`config.mk`:
```
export PLATFORM = sky130hd
export DESIGN_NAME = si_queue
export DESIGN_NICKNAME = d
export VERILOG_FILES = /design/src/rtl/si_pkg.sv /design/src/rtl/si_queue.sv
export SDC_FILE = /design/constraint.sdc
export NUM_CORES = 1
export LEC_CHECK = 0
export BUFFER_PORTS_ARGS = -buffer_cell sky130_fd_sc_hd__buf_2
export CAP_MARGIN = 30
export CORE_AREA = 2 2 68 54
export CTS_BUF_LIST = sky130_fd_sc_hd__clkbuf_4 sky130_fd_sc_hd__clkbuf_8
export CTS_CLUSTER_DIAMETER = 150
export CTS_CLUSTER_SIZE = 24
export DETAILED_ROUTE_END_ITERATION = 6
export DIE_AREA = 0 0 70 56
export GPL_TIMING_DRIVEN = 0
export PLACE_DENSITY = 0.74
export SETUP_SLACK_MARGIN = 0.15
export SYNTH_ARGS = -nofsm -noshare
export SYNTH_HDL_FRONTEND = slang
export SYNTH_SLANG_ARGS = --single-unit
export TNS_END_PERCENT = 30
```
`constraint.sdc`:
```
create_clock -name clk -period 2.2 [get_ports clk]
set_input_delay 0.44 -clock clk [delete_from_list [all_inputs] [get_ports clk]]
set_output_delay 0.44 -clock clk [all_outputs]
set_load 0.05 [all_outputs]
```
`src/rtl/si_pkg.sv`:
```
// shared constants for the segment intersection block
// meet kind codes, field widths and default parameter values; no dependencies

package si_pkg;

  localparam int COORD_BITS_DEF = 16;
  localparam int FRAC_BITS_DEF  = 16;
  localparam int FIELD_BITS     = 16;
  localparam int NUM_COORDS     = 8;
  localparam int OUT_BITS       = 32;
  localparam int QUEUE_DEPTH    = 4;

  typedef logic [1:0] kind_t;

  localparam kind_t KIND_NONE    = 2'd0;
  localparam kind_t KIND_POINT   = 2'd1;
  localparam kind_t KIND_OVERLAP = 2'd2;

endpackage

```
`src/rtl/si_queue.sv`:
```
// short queue between the front and back pipelines
// register array with read and write pointers; uses si_pkg

module si_queue #(
  parameter int WIDTH = 8,
  parameter int DEPTH = 4
) (
  input  logic             clk,
  input  logic             rst_n,
  input  logic             push_valid,
  output logic             push_ready,
  input  logic [WIDTH-1:0] push_data,
  output logic             pop_valid,
  input  logic             pop_ready,
  output logic [WIDTH-1:0] pop_data
);
  import si_pkg::*;

  localparam int AW = (DEPTH > 1) ? $clog2(DEPTH) : 1;
  localparam int CW = $clog2(DEPTH + 1);

  logic [WIDTH-1:0] mem_r [DEPTH];
  logic [AW-1:0]    wr_ptr_r, rd_ptr_r;
  logic [CW-1:0]    count_r;
  logic             push, pop;

  assign push_ready = (count_r != CW'(DEPTH));
  assign pop_valid  = (count_r != '0);
  assign push       = push_valid && push_ready;
  assign pop        = pop_valid && pop_ready;
  assign pop_data   = mem_r[rd_ptr_r];

  always_ff @(posedge clk) begin
    if (!rst_n) begin
      wr_ptr_r <= '0;
      rd_ptr_r <= '0;
      count_r  <= '0;
    end else begin
      if (push) begin
        wr_ptr_r <= (wr_ptr_r == AW'(DEPTH - 1)) ? '0 : wr_ptr_r + 1'b1;
      end
      if (pop) begin
        rd_ptr_r <= (rd_ptr_r == AW'(DEPTH - 1)) ? '0 : rd_ptr_r + 1'b1;
      end
      if (push && !pop) begin
        count_r <= count_r + 1'b1;
      end else if (pop && !push) begin
        count_r <= count_r - 1'b1;
      end
    end
  end

  always_ff @(posedge clk) begin
    if (push) begin
      mem_r[wr_ptr_r] <= push_data;
    end
  end

endmodule

```
==> flow_summary.toml <==
[clocking]
clock-root-buffer = "clkbuf_8"
cts_tree = "yes"
htreeDepth = 2
clk_pin_slew_ns = 0.07
clk_latency_ns = 0.29
cts_made_buffers = 5
cts_sinks = 41
clock_path_buffers = 2
hold_buffers = 0

[worst_setup_path]
crit_family = "simple AND/OR/NAND/NOR gates"
cp-end-kind = "register"
cp.arrival_ns = 2.27
slowest_stage = "dfxtp_4"
crit_chain = "or3b_1 -> clkbuf_8 -> and2_4 -> ha_4 -> inv_2 -> fa_2 -> xor2_1 -> or3_4 -> a21boi_2"
cp.required_ns = 2.42
r2r_start = "count_r[2]"
critical_path_class = "reg2reg"
r2r_slack_ns = 0.15
critPathLaunchType = "register"
cp_max_fo = 7
crit_path_max_incr_delay_ns = 0.36
reg2reg_depth = 9
path_buf_inv = 2
rr_endpoint = "count_r[2]"

[synthesis]
seq_area_frac_synth_pct = 69.8
synthesis.instances = 93
ys_ff_latch = 41
yosysUniqueCellTypes = 26
netlist_area_um2 = 1640
synth_nets = 112
yosysWarnings = 0
syn_avg_cell_area_um2 = 17.6

[run]
maxCapViolCount = 0

[drt]
drtIter0Drc = 43
drtAntennaViolNets = 0
firstDrtPassIters = 4
routed_wl_um = 2590
routedWlPerCell_um = 15.9
vias = 857
routed_via_density = 5.26
drc = 0

[finish]
nets = 141
nFillCells = 249
area_growth_pct = 20.3
antenna_cells = 0
final_cell_area_um2 = 1970
final_cells = 163
drive_gt1_share_pct = 45.5

[global_route]
grt_pass1_wl_um = 4170
gr-total-overflow = 0
grt_max_degree = 14
grt_pass1_vias = 922
grt_antenna_before_repair = 0
grtUsageTotal_pct = 14.5

[timing]
finalCritPeriodShare_pct = 93.2
period_needed_ns = 2.05
finalHoldViolations = 0
hold_slack_ns = 0.363
setup-tns-final_ns = 0
rsz0062_at_grt = "true"
skew_ns = 0.00542
slew_viol_final = 0
fmax_mhz = 488
setup_viol = 0
tightest_slew_ns = 0.386
max-slew-margin-rel_pct = 74.3

[floorplan]
core-area_um2 = 3200
die_h_um = 56
start_util_pct = 51.1
ios = 22
die_w_um = 70
dieArea_um2 = 3920
rows = 18

[power_and_ir_drop]
p_leak_nw = 0.721
ir_drop_mv = 0.596
p_per_area_nw_per_um2 = 1310

[placement]
dpl.hpwl_um = 1900
dp_cells = 154
numPortBuffers = 21
routabilityCongestion = 0.670
dpl_cell_area_um2 = 1830

[hold_path]
min_path_type = "in2reg"
worstHoldStart = "push_data[3]"
hold_depth = 1
hold_end = "mem_r[1][3]"

[status]
outcome = "finished clean"
-- cell usage in the layout (no fill, tap or decap), drive strengths merged --
cell | synthesis | routed
or3b | 1 | 1
and3 | 4 | 4
dfxtp | 9 | 9
ha | 6 | 6
xor2 | 1 | 1
edfxtp | 32 | 32
and2 | 2 | 2
mux2i | 2 | 2
a21boi | 1 | 1
fa | 1 | 1
inv | 3 | 3
o31ai | 1 | 1
nor2 | 2 | 2
or3 | 2 | 2
nor2b | 1 | 1
clkinv | 0 | 1
nand2 | 5 | 5
mux4 | 8 | 8
buf | 2 | 24
xnor2 | 1 | 1
o21ai | 4 | 4
clkbuf | 2 | 8
bufinv | 0 | 1
nand4 | 1 | 1
nand3 | 2 | 2
-- state kept, by name, summed over array words and instances (netlist names), named ones only --
register  cells
count_r       3
rd_ptr_r      2
wr_ptr_r      2
mem_r        32
-- power breakdown --
part | switching [W] | internal, W | leakage (nW) | total [W]
sequential | 0.0000747 | 0.000967 | 0.369 | 0.00104
combinational | 0.000579 | 0.000367 | 0.293 | 0.000946
clock | 0.000237 | 0.000349 | 0.0586 | 0.000586
total | 0.000890 | 0.00168 | 0.721 | 0.00257
-- final cells by class --
class / count / area, µm² / area share [%]
sequential: 41 / 1150 / 58.5
multi-input combinational: 45 / 502 / 25.5
timing repair buffer: 22 / 113 / 5.73
clock buffer: 6 / 76.3 / 3.88
tap: 40 / 50.0 / 2.54
clock inverter: 2 / 35.0 / 1.78
buffer: 4 / 30.0 / 1.53
inverter: 3 / 11.3 / 0.573
-- worst reg2reg max path, cell delays in order (launching register included) --
cell	delay, ns
dfxtp_4	0.36
or3b_1	0.18
clkbuf_8	0.15
and2_4	0.16
ha_4	0.14
inv_2	0.04
fa_2	0.34
xor2_1	0.18
or3_4	0.33
a21boi_2	0.11
-- how the worst max path moves through the flow --
stage                          start          to  cells past startpoint
final                     count_r[2]  count_r[2]                      9
after global routing      count_r[2]  count_r[2]                      9
after CTS                 count_r[2]  count_r[2]                      9
after detailed placement  count_r[1]  count_r[2]                      7
after global placement    count_r[1]  count_r[2]                      7
after floorplan           count_r[0]  count_r[2]                      9
-- synth_stat cells --
cell type  count  share of area [%]
nor2b_1        1               0.38
edfxtp_1      32                 59
buf_2          1               0.31
mux2i_1        2                1.2
or3_2          2               0.92
xor2_1         1               0.54
a21boi_0       1               0.46
dfxtp_1        9                 11
clkbuf_2       1               0.31
and3_2         4                1.8
clkbuf_1       1               0.23
nand2_1        5                1.1
and2_1         1               0.38
xnor2_1        1               0.54
or3b_1         1               0.54
buf_1          1               0.23
o21ai_0        4                1.2
ha_1           6                4.6
nand4_1        1               0.38
and2_4         1               0.54
nand3_1        2               0.61
inv_1          3               0.69
fa_1           1                1.2
mux4_2         8                 11
nor2_1         2               0.46
o31ai_1        1               0.46
-- timing repair --
item / 4_1_cts / 5_1_grt
cloned: 0 / 0
resized for setup: 4 / 1
endpoints found under the setup margin: 10 / 3
pin swaps: 1 / 0
buffers inserted: 1 / 0
-- routing by layer --
| layer | share of wire (%) | wire (µm) | GRT usage [%] |
|---|---|---|---|
| met1 | 39 | 1020 | 15.5 |
| met2 | 55 | 1420 | 26.9 |
| met3 | 4.8 | 125 | 4.53 |
| met4 | 1.2 | 32 | 5.22 |
| met5 | 0 | 0 | 0 |
-- logic make-up after synthesis --
family                   Yosys count  share of synthesized area (%)
buffers and inverters              7                           1.76
adder cells (fa/ha/maj)            7                           5.81
XOR/XNOR                           2                           1.07
flip-flops                        41                           69.8
multiplexers                      10                           12.2
AND/OR/NAND/NOR                   20                           7.19
AO/OA/AOI/OAI                      6                           2.14
-- per-stage QoR --
stage               power [W]  setup WS [ns]  util, %
finish                0.00257          0.149     61.5
global route          0.00269         0.0817     61.5
CTS                   0.00260          0.152     61.4
detailed placement    0.00199         0.0807     57.2
global placement      0.00194          0.167     57.2
floorplan             0.00179          0.175        -
Note: power is estimated with default switching activity, not from simulation.
